**src/sv/escaped_frame_receiver_crc8_core_defines.svh**
```systemverilog
// Assertion macros for the RTL; only efr_seq includes them.
`ifndef ESCAPED_FRAME_RECEIVER_CRC8_CORE_DEFINES_SVH
`define ESCAPED_FRAME_RECEIVER_CRC8_CORE_DEFINES_SVH

`ifndef ASSERT_OFF

`define EFR_ASSERT(lbl, clk, rst_n, prop, msg) \
  lbl: assert property (@(posedge clk) disable iff (!rst_n) prop) else $error(msg);

`define EFR_ASSERT_NEVER(lbl, clk, rst_n, cond, msg) \
  lbl: assert property (@(posedge clk) disable iff (!rst_n) !(cond)) else $error(msg);

`else

`define EFR_ASSERT(lbl, clk, rst_n, prop, msg)

`define EFR_ASSERT_NEVER(lbl, clk, rst_n, cond, msg)

`endif

`endif

```
**src/sv/efr_pkg.sv**
```systemverilog
package efr_pkg;

  localparam int unsigned BUFFER_DEPTH_DEF = 64;

  localparam logic [7:0] HDR_BYTE = 8'hAC;
  localparam logic [7:0] FTR_BYTE = 8'hAD;
  localparam logic [7:0] ESC_BYTE = 8'hAE;
  localparam logic [7:0] ESC_FLIP = 8'h80;
  localparam logic [7:0] CRC_POLY = 8'h8C;   // 0x31 reflected

  localparam logic [5:0]  MAX_LENGTH_RST = 6'd35;
  localparam logic [15:0] ERR_CNT_MAX    = 16'hFFFF;

  localparam logic [1:0] ERR_NONE     = 2'd0;
  localparam logic [1:0] ERR_EMPTY    = 2'd1;
  localparam logic [1:0] ERR_CRC      = 2'd2;
  localparam logic [1:0] ERR_OVERLONG = 2'd3;

  // CRC-8/Maxim, one byte, bit-serial form unrolled over eight steps
  function automatic logic [7:0] crc8_add(input logic [7:0] crc, input logic [7:0] b);
    logic [7:0] c;
    c = crc ^ b;
    for (int i = 0; i < 8; i++) begin
      if (c[0]) begin
        c = (c >> 1) ^ CRC_POLY;
      end else begin
        c = c >> 1;
      end
    end
    return c;
  endfunction

endpackage

```
**src/sv/efr_if.sv**
```systemverilog
interface efr_in_if;
  logic       valid;
  logic       ready;
  logic [7:0] rx_byte;

  modport source (output valid, output rx_byte, input ready);
  modport sink   (input valid, input rx_byte, output ready);
endinterface

interface efr_out_if;
  logic        valid;
  logic        ready;
  logic [7:0]  msg_byte;
  logic [5:0]  byte_index;
  logic        last_byte;
  logic [1:0]  error_code;
  logic [15:0] error_total;

  modport source (output valid, output msg_byte, output byte_index, output last_byte,
                  output error_code, output error_total, input ready);
  modport sink   (input valid, input msg_byte, input byte_index, input last_byte,
                  input error_code, input error_total, output ready);
endinterface

interface efr_cfg_if;
  logic       valid;
  logic       ready;
  logic [5:0] max_length;

  modport source (output valid, output max_length, input ready);
  modport sink   (input valid, input max_length, output ready);
endinterface

```
**src/sv/efr_store.sv**
```systemverilog
module efr_store #(
  parameter int unsigned BUFFER_DEPTH = 64,
  parameter int unsigned AW = $clog2(BUFFER_DEPTH)
) (
  input  logic          clk_i,
  input  logic          we_i,
  input  logic [AW-1:0] waddr_i,
  input  logic [7:0]    wdata_i,
  input  logic          re_i,
  input  logic [AW-1:0] raddr_i,
  output logic [7:0]    rdata_o
);

  logic [7:0] mem [BUFFER_DEPTH];
  logic [7:0] rdata_q;

  always_ff @(posedge clk_i) begin
    if (we_i) begin
      mem[waddr_i] <= wdata_i;
    end
    if (re_i) begin
      rdata_q <= mem[raddr_i];
    end
  end

  assign rdata_o = rdata_q;

endmodule

```
**src/sv/efr_seq.sv**
```systemverilog
`include "escaped_frame_receiver_crc8_core_defines.svh"

module efr_seq #(
  parameter int unsigned BUFFER_DEPTH = 64,
  parameter int unsigned AW = $clog2(BUFFER_DEPTH),
  parameter int unsigned LW = $clog2(BUFFER_DEPTH + 1)
) (
  input  logic          clk_i,
  input  logic          rst_ni,
  efr_in_if.sink        rx_i,
  efr_out_if.source     msg_o,
  input  logic [5:0]    max_len_i,
  output logic          mem_we_o,
  output logic [AW-1:0] mem_waddr_o,
  output logic [7:0]    mem_wdata_o,
  output logic          mem_re_o,
  output logic [AW-1:0] mem_raddr_o,
  input  logic [7:0]    mem_rdata_i
);
  import efr_pkg::*;

  typedef enum logic {ST_RX, ST_EMIT} state_e;

  state_e        state_q;
  logic          in_frame_q;
  logic          esc_q;
  logic [LW-1:0] len_q;
  logic [7:0]    crc_q;
  logic [15:0]   err_cnt_q;
  logic [AW-1:0] rd_idx_q;
  logic [AW-1:0] rd_k_q;
  logic          rd_pend_q;
  logic          rd_last_q;

  logic        out_valid_q;
  logic [7:0]  out_byte_q;
  logic [5:0]  out_idx_q;
  logic        out_last_q;
  logic [1:0]  out_code_q;
  logic [15:0] out_total_q;

  logic        in_hs;
  logic        out_free;
  logic [7:0]  bd;
  logic        is_ftr;
  logic        is_esc_start;
  logic        full;
  logic        over;
  logic        store_hs;
  logic        issue;
  logic        err_raise;
  logic [1:0]  err_code;
  logic [15:0] err_cnt_d;
  logic [LW-1:0] len_d;

  assign out_free    = !out_valid_q || msg_o.ready;
  assign rx_i.ready  = (state_q == ST_RX) && out_free;
  assign in_hs       = rx_i.valid && rx_i.ready;

  assign bd           = esc_q ? (rx_i.rx_byte ^ ESC_FLIP) : rx_i.rx_byte;
  assign is_ftr       = rx_i.rx_byte == FTR_BYTE;
  assign is_esc_start = !esc_q && (rx_i.rx_byte == ESC_BYTE);
  assign full         = len_q == LW'(BUFFER_DEPTH);
  assign len_d        = len_q + LW'(1);
  assign over         = (9'(len_q) + 9'd1) > 9'(max_len_i);
  assign store_hs     = in_hs && in_frame_q && !is_ftr && !is_esc_start;

  assign mem_we_o    = store_hs && !full;
  assign mem_waddr_o = len_q[AW-1:0];
  assign mem_wdata_o = bd;

  assign issue       = (state_q == ST_EMIT) && !rd_pend_q && out_free;
  assign mem_re_o    = issue;
  assign mem_raddr_o = rd_idx_q;

  assign err_cnt_d = (err_cnt_q == ERR_CNT_MAX) ? err_cnt_q : err_cnt_q + 16'd1;

  // a frame with its CRC byte appended leaves a zero remainder, so the check is crc == 0
  always_comb begin
    err_raise = 1'b0;
    err_code  = ERR_NONE;
    if (in_hs && in_frame_q) begin
      if (is_ftr) begin
        if (len_q == '0) begin
          err_raise = 1'b1;
          err_code  = ERR_EMPTY;
        end else if (crc_q != 8'h00) begin
          err_raise = 1'b1;
          err_code  = ERR_CRC;
        end
      end else if (store_hs && (full || over)) begin
        err_raise = 1'b1;
        err_code  = ERR_OVERLONG;
      end
    end
  end

  always_ff @(posedge clk_i or negedge rst_ni) begin
    if (!rst_ni) begin
      state_q     <= ST_RX;
      in_frame_q  <= 1'b0;
      esc_q       <= 1'b0;
      len_q       <= '0;
      crc_q       <= 8'h00;
      err_cnt_q   <= 16'd0;
      rd_idx_q    <= '0;
      rd_k_q      <= '0;
      rd_pend_q   <= 1'b0;
      rd_last_q   <= 1'b0;
      out_valid_q <= 1'b0;
      out_byte_q  <= 8'h00;
      out_idx_q   <= 6'd0;
      out_last_q  <= 1'b0;
      out_code_q  <= ERR_NONE;
      out_total_q <= 16'd0;
    end else begin
      if (out_valid_q && msg_o.ready) begin
        out_valid_q <= 1'b0;
      end
      case (state_q)
        ST_RX: begin
          if (in_hs) begin
            if (!in_frame_q) begin
              in_frame_q <= rx_i.rx_byte == HDR_BYTE;
              len_q      <= '0;
              esc_q      <= 1'b0;
              crc_q      <= 8'h00;
            end else if (is_ftr) begin
              in_frame_q <= 1'b0;
              if (!err_raise) begin
                state_q  <= ST_EMIT;
                rd_idx_q <= '0;
              end
            end else if (is_esc_start) begin
              esc_q <= 1'b1;
            end else begin
              esc_q <= 1'b0;
              if (full) begin
                in_frame_q <= 1'b0;
              end else begin
                len_q <= len_d;
                crc_q <= crc8_add(crc_q, bd);
                if (over) begin
                  in_frame_q <= 1'b0;
                end
              end
            end
          end
          if (err_raise) begin
            err_cnt_q   <= err_cnt_d;
            out_valid_q <= 1'b1;
            out_byte_q  <= 8'h00;
            out_idx_q   <= 6'd0;
            out_last_q  <= 1'b1;
            out_code_q  <= err_code;
            out_total_q <= err_cnt_d;
          end
        end
        ST_EMIT: begin
          if (issue) begin
            rd_pend_q <= 1'b1;
            rd_k_q    <= rd_idx_q;
            rd_last_q <= (LW'(rd_idx_q) + LW'(1)) == len_q;
            rd_idx_q  <= rd_idx_q + AW'(1);
          end
          if (rd_pend_q) begin
            rd_pend_q   <= 1'b0;
            out_valid_q <= 1'b1;
            out_byte_q  <= mem_rdata_i;
            out_idx_q   <= 6'(rd_k_q);
            out_last_q  <= rd_last_q;
            out_code_q  <= ERR_NONE;
            out_total_q <= err_cnt_q;
            if (rd_last_q) begin
              state_q <= ST_RX;
            end
          end
        end
        default: begin
          state_q <= ST_RX;
        end
      endcase
    end
  end

  assign msg_o.valid       = out_valid_q;
  assign msg_o.msg_byte    = out_byte_q;
  assign msg_o.byte_index  = out_idx_q;
  assign msg_o.last_byte   = out_last_q;
  assign msg_o.error_code  = out_code_q;
  assign msg_o.error_total = out_total_q;

  `EFR_ASSERT(a_rd_lands, clk_i, rst_ni, rd_pend_q |=> out_valid_q, "read data not loaded")
  `EFR_ASSERT(a_rd_in_emit, clk_i, rst_ni, rd_pend_q |-> state_q == ST_EMIT, "read outside emit")
  `EFR_ASSERT(a_cnt_mono, clk_i, rst_ni, 1'b1 |=> err_cnt_q >= $past(err_cnt_q), "error count fell")
  `EFR_ASSERT_NEVER(a_len_range, clk_i, rst_ni, len_q > LW'(BUFFER_DEPTH), "length past depth")
  `EFR_ASSERT_NEVER(a_wr_in_emit, clk_i, rst_ni, mem_we_o && state_q == ST_EMIT, "write during emit")

endmodule

```
**src/sv/escaped_frame_receiver_crc8_core.sv**
```systemverilog
// An error result is registered and appears in the cycle after the closing or failing item.
// A good frame is emitted from the frame store after the footer, each byte taking one store
// read followed by one output load; input is held off meanwhile.
// Throughput: one input item per cycle while receiving, unless a pending output is not yet taken.
// Reset: asynchronous, active low; clears framing state, CRC, error count and max_length
// to 35. The frame store is not cleared, entries are only read after being written.
module escaped_frame_receiver_crc8_core #(
  parameter int unsigned BUFFER_DEPTH = efr_pkg::BUFFER_DEPTH_DEF
) (
  input  logic      clk_i,
  input  logic      rst_ni,
  efr_in_if.sink    rx_i,
  efr_cfg_if.sink   cfg_i,
  efr_out_if.source msg_o
);
  import efr_pkg::*;

  localparam int unsigned AW = $clog2(BUFFER_DEPTH);
  localparam int unsigned LW = $clog2(BUFFER_DEPTH + 1);

  logic [5:0]    max_len_q;
  logic          mem_we;
  logic [AW-1:0] mem_waddr;
  logic [7:0]    mem_wdata;
  logic          mem_re;
  logic [AW-1:0] mem_raddr;
  logic [7:0]    mem_rdata;

  assign cfg_i.ready = 1'b1;

  always_ff @(posedge clk_i or negedge rst_ni) begin
    if (!rst_ni) begin
      max_len_q <= MAX_LENGTH_RST;
    end else if (cfg_i.valid) begin
      max_len_q <= cfg_i.max_length;
    end
  end

  efr_seq #(
    .BUFFER_DEPTH(BUFFER_DEPTH),
    .AW(AW),
    .LW(LW)
  ) u_seq (
    .clk_i      (clk_i),
    .rst_ni     (rst_ni),
    .rx_i       (rx_i),
    .msg_o      (msg_o),
    .max_len_i  (max_len_q),
    .mem_we_o   (mem_we),
    .mem_waddr_o(mem_waddr),
    .mem_wdata_o(mem_wdata),
    .mem_re_o   (mem_re),
    .mem_raddr_o(mem_raddr),
    .mem_rdata_i(mem_rdata)
  );

  efr_store #(
    .BUFFER_DEPTH(BUFFER_DEPTH),
    .AW(AW)
  ) u_store (
    .clk_i  (clk_i),
    .we_i   (mem_we),
    .waddr_i(mem_waddr),
    .wdata_i(mem_wdata),
    .re_i   (mem_re),
    .raddr_i(mem_raddr),
    .rdata_o(mem_rdata)
  );

endmodule
```
**src/flat_wrapper.sv**
```systemverilog
// flat-port wrapper written by rule: the top's interface ports become plain ports
module escaped_frame_receiver_crc8_core_flat import efr_pkg::*;
#(
  parameter int unsigned BUFFER_DEPTH = efr_pkg::BUFFER_DEPTH_DEF
)
  (clk_i, rst_ni, rx_i_valid, rx_i_rx_byte, rx_i_ready, cfg_i_valid, cfg_i_max_length, cfg_i_ready, msg_o_valid, msg_o_msg_byte, msg_o_byte_index, msg_o_last_byte, msg_o_error_code, msg_o_error_total, msg_o_ready);
  efr_in_if rx_i_i ();
  efr_cfg_if cfg_i_i ();
  efr_out_if msg_o_i ();
  input  logic clk_i;
  input  logic rst_ni;
  input wire logic [$bits(rx_i_i.valid)-1:0] rx_i_valid;
  input wire logic [$bits(rx_i_i.rx_byte)-1:0] rx_i_rx_byte;
  output wire logic [$bits(rx_i_i.ready)-1:0] rx_i_ready;
  input wire logic [$bits(cfg_i_i.valid)-1:0] cfg_i_valid;
  input wire logic [$bits(cfg_i_i.max_length)-1:0] cfg_i_max_length;
  output wire logic [$bits(cfg_i_i.ready)-1:0] cfg_i_ready;
  output wire logic [$bits(msg_o_i.valid)-1:0] msg_o_valid;
  output wire logic [$bits(msg_o_i.msg_byte)-1:0] msg_o_msg_byte;
  output wire logic [$bits(msg_o_i.byte_index)-1:0] msg_o_byte_index;
  output wire logic [$bits(msg_o_i.last_byte)-1:0] msg_o_last_byte;
  output wire logic [$bits(msg_o_i.error_code)-1:0] msg_o_error_code;
  output wire logic [$bits(msg_o_i.error_total)-1:0] msg_o_error_total;
  input wire logic [$bits(msg_o_i.ready)-1:0] msg_o_ready;
  assign rx_i_i.valid = rx_i_valid;
  assign rx_i_i.rx_byte = rx_i_rx_byte;
  assign rx_i_ready = rx_i_i.ready;
  assign cfg_i_i.valid = cfg_i_valid;
  assign cfg_i_i.max_length = cfg_i_max_length;
  assign cfg_i_ready = cfg_i_i.ready;
  assign msg_o_valid = msg_o_i.valid;
  assign msg_o_msg_byte = msg_o_i.msg_byte;
  assign msg_o_byte_index = msg_o_i.byte_index;
  assign msg_o_last_byte = msg_o_i.last_byte;
  assign msg_o_error_code = msg_o_i.error_code;
  assign msg_o_error_total = msg_o_i.error_total;
  assign msg_o_i.ready = msg_o_ready;
  escaped_frame_receiver_crc8_core #(.BUFFER_DEPTH(BUFFER_DEPTH)) u_core (.clk_i(clk_i), .rst_ni(rst_ni), .rx_i(rx_i_i), .cfg_i(cfg_i_i), .msg_o(msg_o_i));
endmodule
```
**config.mk**
```make
export PLATFORM = sky130hd
export DESIGN_NAME = escaped_frame_receiver_crc8_core_flat
export DESIGN_NICKNAME = d
export VERILOG_FILES = /design/src/sv/efr_pkg.sv /design/src/sv/efr_if.sv /design/src/sv/efr_store.sv /design/src/sv/efr_seq.sv /design/src/sv/escaped_frame_receiver_crc8_core.sv /design/src/flat_wrapper.sv
export VERILOG_INCLUDE_DIRS = /design/src /design/src/sv
export SDC_FILE = /design/constraint.sdc
export NUM_CORES = 1
export LEC_CHECK = 0
export ABC_AREA = 1
export BUFFER_PORTS_ARGS = -buffer_cell sky130_fd_sc_hd__buf_4
export CELL_PAD_IN_SITES_DETAIL_PLACEMENT = 0
export CELL_PAD_IN_SITES_GLOBAL_PLACEMENT = 1
export CORE_MARGIN = 2
export CORE_UTILIZATION = 29
export CTS_BUF_LIST = sky130_fd_sc_hd__clkbuf_8 sky130_fd_sc_hd__clkbuf_16
export CTS_CLUSTER_DIAMETER = 40
export DETAILED_ROUTE_END_ITERATION = 6
export GPL_TIMING_DRIVEN = 0
export PLACE_DENSITY = 0.54
export RECOVER_POWER = 50
export SLEW_MARGIN = 25
export SYNTH_ARGS = -nofsm -noshare
export SYNTH_HDL_FRONTEND = slang
export SYNTH_SLANG_ARGS = --single-unit
```
**constraint.sdc**
```tcl
create_clock -name clk_i -period 7.65 [get_ports clk_i]
set_clock_uncertainty 0.05 [all_clocks]
set_input_delay 1.1475 -clock clk_i [delete_from_list [all_inputs] [get_ports clk_i]]
set_output_delay 1.1475 -clock clk_i [all_outputs]
set_load 0.02 [all_outputs]
```
# Word level (Yosys, flattened, before mapping)
# Memory sizes are Yosys's and may differ from the RTL's. A register that Yosys moved wholly into a read port is not among the register bits.
# Cells that the tools add are included.
# W data, S select, Z words.
[classes] n_lt_le_gt_ge=1 n_shift=0 n_mul=0 bitwise=11 n_addsub=5 div=0 muxes=114 n_eq_ne=16 reduce_logical=28
[ops] op="$mux W8" count=57
[ops] op="$mux W16" count=3
[ops] op="$mux W6" count=7
[ops] op="$pmux W16 S2" count=1
[ops] op="$mux W1" count=28
[ops] op="$mux W7" count=4
[ops] op="$eq A8 B8 Y1 const B" count=3
[ops] op="$not A2 Y3" count=8
[ops] op="$pmux W6 S2" count=2
[ops] op="$add A16 B1 Y16 const B" count=1
[ops] op="$eq A16 B16 Y1 const B" count=1
[ops] op="$ne A2 B2 Y1 const B" count=8
[ops] op="$pmux W8 S2" count=1
[ops] op="$mux W2" count=7
[ops] op="$logic_and A1 B1 Y1" count=11
[ops] op="$reduce_and A5 Y1" count=2
[ops] op="$add A7 B1 Y8 const B" count=1
[ops] op="$gt A8 B6 Y1" count=1
[ops] op="$reduce_and A2 Y1" count=4
[ops] op="$reduce_bool A8 Y1" count=1
[ops] op="$xor A8 B8 Y8" count=1
[ops] op="$add A6 B1 Y7 const B" count=1
[ops] op="$add A7 B1 Y7 const B" count=1
[ops] op="$eq A7 B7 Y1" count=1
[ops] op="other kinds (10)" count=20
[totals] wordCells=193 mem_bits_rw=512 regBits=88 memories=1 inputBits=19 romBits=0 latch_bits=0 out_inout_bits=36
[memory_table] name="u_core.u_store.mem" words=64 width=8 rd=1 rd_ports_with_merged_regs=1 write_ports=1 line_no="efr_store.sv:14" rtl="logic [7:0] mem [BUFFER_DEPTH];"

# Depth between registers and ports, before layout
# Gate-level depths: netlist (run 1).
[depth] depth_word=65 mapped_depth=20 ltp_nobuf=19

# By module
# Synthesis (run 1) repeated with hierarchy kept, for this count alone.
[unflattened] cells_unflattened=2471 hier_area_um2=26490.4
[modules_own_cells] mod="efr_store" area_each_um2=21419.3 cells_per_inst=1805 n_inst=1 seq_area_each_um2=15615.0
[modules_own_cells] mod="efr_seq" area_each_um2=4834.6 cells_per_inst=639 n_inst=1 seq_area_each_um2=2052.0
[modules_own_cells] mod="escaped_frame_receiver_crc8_core" area_each_um2=236.5 cells_per_inst=27 n_inst=1 seq_area_each_um2=153.9

# Worst setup path before layout (run 1)
# No wires, ideal clock.
[synth_timing] path_kind="in2reg" from="input port msg_o_ready" to="memory u_core.u_store.mem[11][0], enable pin" path_buffers=1 t_arrival_ns=2.772 setup_time_ns=0.370 setup_slack_ns=4.458 stages=9 required_ns=7.230 path_cell_list="inv_1 a21oi_2 nand2_1 nor2_4 nand2_1 nor2_2 buf_4 nand3_1 nor2_1"
[synth_via] elab_chain_cells=9
[synth_rtl] element="start: declaration" line_no="flat_wrapper.sv:24" rtl="input wire logic [$bits(msg_o_i.ready)-1:0] msg_o_ready;"
[synth_rtl] element="$logic_or A1 B1 Y1" line_no="efr_seq.sv:56" rtl="assign out_free = !out_valid_q || msg_o.ready;"
[synth_rtl] element="$logic_and A1 B1 Y1" line_no="efr_seq.sv:57" rtl="assign rx_i.ready = (state_q == ST_RX) && out_free;"
[synth_rtl] element="net rx_i_ready" line_no="flat_wrapper.sv:14" rtl="output wire logic [$bits(rx_i_i.ready)-1:0] rx_i_ready;"
[synth_rtl] element="$logic_and A1 B1 Y1" line_no="efr_seq.sv:58" rtl="assign in_hs = rx_i.valid && rx_i.ready;"
[synth_rtl] element="$logic_and A1 B1 Y1 (3 in a row)" line_no="efr_seq.sv:66" rtl="assign store_hs = in_hs && in_frame_q && !is_ftr && !is_esc_start;"
[synth_rtl] element="$logic_and A1 B1 Y1" line_no="efr_seq.sv:68" rtl="assign mem_we_o = store_hs && !full;"
[synth_rtl] element="$mux W1" line_no="efr_store.sv:18" rtl="if (we_i) begin"
[synth_rtl] element="$mux W1 (implied by the code)" line_no="efr_store.sv:19" rtl="mem[waddr_i] <= wdata_i;"
[synth_rtl] element="end: declaration" line_no="efr_store.sv:14"
# The timed path passes the listed nets, and every way through them passes these cells.

# Final worst setup path (run 1)
[layout_timing] from="input port rx_i_rx_byte[1]" to="memory u_core.u_store.mem[43][5], enable pin"
[layout_via] elab_chain_cells=7 word_cells_on_any_way=10 classes_between="eq/ne (2); mux (2); reduce/logical (6)"
[layout_rtl] element="start: declaration" line_no="flat_wrapper.sv:13" rtl="input wire logic [$bits(rx_i_i.rx_byte)-1:0] rx_i_rx_byte;"
[layout_rtl] element="$eq A8 B8 Y1 (on tied branches)" line_no="efr_seq.sv:61, efr_seq.sv:62"
[layout_rtl] element="$logic_not A1 Y1 / $logic_and A1 B1 Y1 (equally long branches)" line_no="efr_seq.sv:66, efr_seq.sv:62"
[layout_rtl] element="$logic_and A1 B1 Y1 / $logic_not A1 Y1 (equally long branches)" line_no="efr_seq.sv:66"
[layout_rtl] element="$logic_and A1 B1 Y1 (*)" line_no="efr_seq.sv:66"
[layout_rtl] element="$logic_and A1 B1 Y1 (*)" line_no="efr_seq.sv:68"
[layout_rtl] element="$mux W1 (*)" line_no="efr_store.sv:18"
[layout_rtl] element="$mux W1 (implied by the code) (*)" line_no="efr_store.sv:19"
# Mark *: on every way between the ends. The rest lies on a longest branch, timed or not.

==> results of run 1 <==
==> worst max-delay path, cell delays in order <==
cell and delay (ns):
buf_4 0.63, inv_1 0.18, nand3_1 0.18, nor2_4 0.07, inv_2 0.10, nand2_1 0.09, nor2_2 0.17, buf_4 0.22
nand3_1 0.63, nor2_1 1.12
==> state kept, by name, summed over array words and instances (netlist names), 2 cells and up <==
register	count
u_core.u_seq.rd_k_q	6
u_core.u_seq.len_q	7
u_core.u_store.rdata_o	8
u_core.u_seq.msg_o.msg_byte	8
u_core.u_store.mem	512
u_core.u_seq.msg_o.byte_index	6
u_core.max_len_q	6
u_core.u_seq.crc_q	8
u_core.u_seq.msg_o.error_code	2
u_core.u_seq.err_cnt_q	16
u_core.u_seq.msg_o.error_total	16
u_core.u_seq.mem_raddr_o	6
==> metal layers <==
| layer | track usage (%) | part of all wire (%) | vias up |
|---|---|---|---|
| met5 | 0 | 0.029 | - |
| met4 | 8.31 | 3.8 | 4 |
| met3 | 4.20 | 7.9 | 173 |
| met2 | 32.4 | 45 | 769 |
| met1 | 27.7 | 43 | 9278 |
| li1 | - | - | 8384 |
==> cells by family (layout without fill, tap and decap cells) <==
| family | count (synthesis) | after routing | synth area share [%] |
|---|---|---|---|
| and+or+nand+nor | 913 | 913 | 15.2 |
| DFF | 608 | 608 | 69.2 |
| AOI/OAI and AO/OA | 479 | 479 | 10.4 |
| buffers and inverters | 212 | 457 | 3.58 |
| xor gates and xnor gates | 31 | 31 | 1.16 |
| adders and majority gates | 10 | 10 | 0.486 |
| other | 1 | 2 | 0.0146 |
| muxes | 1 | 1 | 0.0437 |
==> through the flow <==
stage / cells / worst slack (ns) / power, W / area (µm²)
floorplan: 2255 / 4.46 / 0.00455 / 25800
global placement: 3473 / 2.68 / 0.00512 / 27600
detailed placement: 3474 / 2.54 / 0.00513 / 27700
CTS: 3665 / 3.24 / 0.00976 / 31200
global route: 3665 / 3.20 / 0.0100 / 31100
finish: 3666 / 3.25 / 0.00971 / 31100
==> worst paths after layout <==
| kind | depth (start not counted) | startpoint | slack, ns | endpoint |
|---|---|---|---|---|
| max | 10 | rx_i_rx_byte[1] | 3.25 | u_core.u_store.mem[43][5] |
| min | 2 | u_core.u_store.rdata_o[1] | 0.42 | u_core.u_seq.msg_o.msg_byte[1] |
| max reg2reg | 11 | u_core.u_seq.len_q[0] | 3.80 | u_core.u_store.mem[43][5] |
| min reg2reg | 2 | u_core.u_store.rdata_o[1] | 0.42 | u_core.u_seq.msg_o.msg_byte[1] |
| max in group asynchronous | 1 | rst_ni | 6.40 | u_core.u_seq.mem_raddr_o[0] |
| min in group asynchronous | 1 | rst_ni | 0.55 | u_core.u_seq.err_cnt_q[3] |
==> final cells by class <==
class                      instances  area (µm²)
fill                            8687       57100
sequential                       608       17800
inverter                          78         298
timing repair buffer              54         383
clock buffer                     105        2620
buffer                           134         627
clock inverter                    86         886
antenna                            1        2.50
multi-input combinational       1435        7050
tap                             1165        1460
==> synth_stat cells, drive strengths merged, types with 22 or more instances <==
library cell / n / share of area, %
nand4: 22 / 0.53
o22ai: 73 / 1.8
nand3: 119 / 2.7
o21ai: 311 / 6.1
dfrtp: 85 / 8.3
edfxtp: 520 / 61
o211ai: 59 / 1.7
inv: 76 / 1.1
buf: 50 / 1.2
nand2: 356 / 5.5
a21oi: 28 / 0.56
nor2: 396 / 5.9
clkbuf: 84 / 1.2
==> power breakdown <==
part	internal [W]	switching [W]	leakage (nW)	total, W
logic	0.000364	0.000957	3.54	0.00132
clock network	0.00292	0.00171	1.73	0.00463
registers	0.00370	0.0000621	5.81	0.00376
==> flow_summary.toml, run 1 <==
[sta]
finalCriticalPeriod_ns = 4.40
max_freq_mhz = 227
tightest_slew_ns = 2.02
finalCritPeriodShare_pct = 57.5
slew_viol_final = 37
setup_violations = 0
rsz0062_at_grt = "false"
fin_hold_ws_ns = 0.416
max_slew_margin_pct = -35.0
finalHoldViolCount = 0
setup_tns_ns = 0

[placement]
hpwl_um = 62600
gp_congestion = 0.939
portBuffers = 53

[die]
die_h_um = 302
initial_core_util_pct = 29.2
core_area_um2 = 88200
die_width_um = 302
rows = 109
dieArea_um2 = 91300
io_pins = 55

[route]
routed_wl_um = 93900
drt-pass1-iter-count = 5
avgRoutedWirePerCell_um = 25.6
via_per_inst = 5.08
vias = 18600
drc = 0
antenna_left = 0
drtIter0Drc = 2179

[setup_path]
required_ns = 7.87
end_kind = "flop"
critPathKind = "in -> reg"
crit_arrival_ns = 4.61
path_max_fanout = 66
crit_path_start_kind = "input port"

[cts]
ctsHoldBuffers = 0
clock_latency_ns = 0.66
cts_resized = 0
clk_pin_slew_ns = 0.05
cts_buffers = 102
clockRootBuffer = "clkbuf_16"
cts_tree = "yes"
cts_num_sinks = 608
clk_path_buf_depth = 3
cts_max_level = 3
post_cts_buffers = 0

[final_layout]
post-route-util_pct = 35.3
syn2layout_area_growth_pct = 20.8
fin_nets = 2442
final_common_cell = "edfxtp_1"
final_cell_mix = "edfxtp_1 (520), nor2_1 (381), nand2_1 (340)"
drive_gt1_share_pct = 13.4

[global_route]
grt_max_degree = 89
antenna_found_initial = 4
grt_usage_pct = 20.6
grt_pass1_vias = 18300
grt_pass1_wl_um = 133000
grt-ovfl-total = 0

[power]
max-vdd-ir-drop_mv = 0.184
p_leak_nw = 11.1
p_per_area_nw_per_um2 = 312

[outcome]
status = "finished, violations left"
violations = "capacitance limit, slew limit"

[synthesis]
synth_warnings = 0
syn_avg_cell_area_um2 = 11.4
ys_types = 44
ys.flop_type = "edfxtp_1"
synth_seq_cells = 608
syn_inst = 2255
syn-num-nets = 2284
syn-cell-area_um2 = 25800
ys_seq_area_share_pct = 69.2
synth_edf_count = 520
async_flop_share_pct = 14.5

[flow_run]
maxCapViolCount = 1

[min_path]
hold_path.class = "reg -> reg"
No activity file was read; power rests on OpenSTA's default activity.
==> run 2: changes to the inputs <==
Clock period 7.65 ns to 4.55 ns, I/O delays scaled along.
==> flow_summary.toml, run 2 (synthesis results as in run 1) <==
[route]
antenna_left = 0
via_per_inst = 5.10
routed_wl_um = 94200
drtIter0Drc = 2020
vias = 18700
avgRoutedWirePerCell_um = 25.7
drt-pass1-iter-count = 5
drc = 0

[setup_path]
crit_path_start_kind = "input port"
path_max_fanout = 66
end_kind = "flop"
crit_arrival_ns = 4.10
critPathKind = "in -> reg"
required_ns = 4.77

[final_layout]
fillers = 8692
largest_reg_flops = 512
final_common_cell = "edfxtp_1"
diodes = 0
multi_input_comb_area_um2 = 7050
final_cell_mix = "edfxtp_1 (520), nor2_1 (381), nand2_1 (340)"
instances_no_fill = 3665
syn2layout_area_growth_pct = 20.8
fin_nets = 2442
drive_gt1_share_pct = 13.4
regMostFlops = "u_core.u_store.mem"
seq_area_um2 = 17800

[sta]
max_freq_mhz = 258
fin_ws_ns = 0.667
max_slew_margin_pct = -56.5
rsz0062_at_grt = "false"
setup_violations = 0
slew_viol_final = 126
finalCritPeriodShare_pct = 85.3
finalCriticalPeriod_ns = 3.88
setup_tns_ns = 0
tightest_slew_ns = 2.35
fin_hold_ws_ns = 0.191
finalHoldViolCount = 0

[cts]
cts_max_level = 3
post_cts_buffers = 0
ctsHoldBuffers = 0
cts_resized = 0
clk_path_buf_depth = 3
cts_tree = "yes"
cts_buffers = 102
clockRootBuffer = "clkbuf_16"
cts_num_sinks = 608
clock_latency_ns = 0.66
clk_pin_slew_ns = 0.05

[global_route]
grt_pass1_vias = 18300
grt-ovfl-total = 0
grt_max_degree = 89
grt_pass1_wl_um = 133000
antenna_found_initial = 4
grt_usage_pct = 20.6

[die]
die_h_um = 302
rows = 109
core_area_um2 = 88200
io_pins = 55
initial_core_util_pct = 29.2
die_width_um = 302
dieArea_um2 = 91300

[power]
p_leak_nw = 11.1
p_per_area_nw_per_um2 = 525
max-vdd-ir-drop_mv = 0.310

[flow_run]
maxCapViolCount = 2

[outcome]
violations = "capacitance limit, slew limit"
status = "finished, violations left"

[min_path]
hold_path.class = "in -> reg"

[placement]
portBuffers = 53
place_ws_ns = -0.0928
place_inst = 3474
gp_congestion = 0.939
hpwl_um = 62600
## run 2: changes by cell type in the layout (fill, tap and decap cells not counted), sizes merged
cell    change
buf         -1
clkbuf      +1
diode       -1
## run 2: path summary, 6_finish.rpt
| path | from | end | slack, ns | depth (start not counted) |
|---|---|---|---|---|
| worst max-delay path | rx_i_rx_byte[1] | u_core.u_store.mem[25][2] | 0.67 | 10 |
| worst min-delay path | cfg_i_max_length[4] | u_core.max_len_q[4] | 0.19 | 3 |
| worst max register to register | u_core.u_seq.len_q[0] | u_core.u_store.mem[25][2] | 0.75 | 11 |
| worst min register to register | u_core.u_store.rdata_o[1] | u_core.u_seq.msg_o.msg_byte[1] | 0.42 | 2 |
| max in group asynchronous | rst_ni | u_core.u_seq.msg_o.error_code[0] | 2.37 | 1 |
| min in group asynchronous | rst_ni | u_core.u_seq.err_cnt_q[3] | 0.70 | 1 |
## run 2: final cells by class
cell class                 count  share of cell area, %
multi-input combinational   1435                   22.6
sequential                   608                   57.3
inverter                      78                  0.957
tap                         1165                   4.68
clock inverter                86                   2.85
timing repair buffer          54                   1.17
clock buffer                 105                   8.41
buffer                       134                   2.02
## run 2: power breakdown
part           leakage, nW  internal (W)  total [W]  switching, W
clock                 1.73       0.00491    0.00779       0.00288
sequential            5.81       0.00622    0.00632      0.000104
combinational         3.53      0.000609    0.00222       0.00161
total                 11.1        0.0117     0.0163       0.00460
## run 2: worst max-delay path, cell delays in order
cell	delay [ns]
buf_4	0.63
inv_1	0.18
nand3_1	0.18
nor2_4	0.07
inv_2	0.10
nand2_1	0.09
nor2_2	0.17
buf_4	0.22
nand3_1	0.63
nor2_1	1.07
## run 2: stage by stage
| step | total power [W] | cell area, µm² | utilization (%) |
|---|---|---|---|
| 2_1_floorplan | 0.00765 | 25800 | - |
| 3_3_place_gp | 0.00861 | 27600 | 31.3 |
| 3_5_place_dp | 0.00863 | 27700 | 31.4 |
| 4_1_cts | 0.0164 | 31200 | 35.3 |
| 5_1_grt | 0.0169 | 31100 | 35.3 |
| 6_report | 0.0163 | 31100 | 35.3 |
## run 2: layer usage
metal	vias up	wire length, µm	global-route usage (%)
met5	-	36	0
met4	6	3470	8.31
met3	172	7320	4.20
met2	775	42900	32.4
met1	9370	40500	27.7
li1	8368	-	-
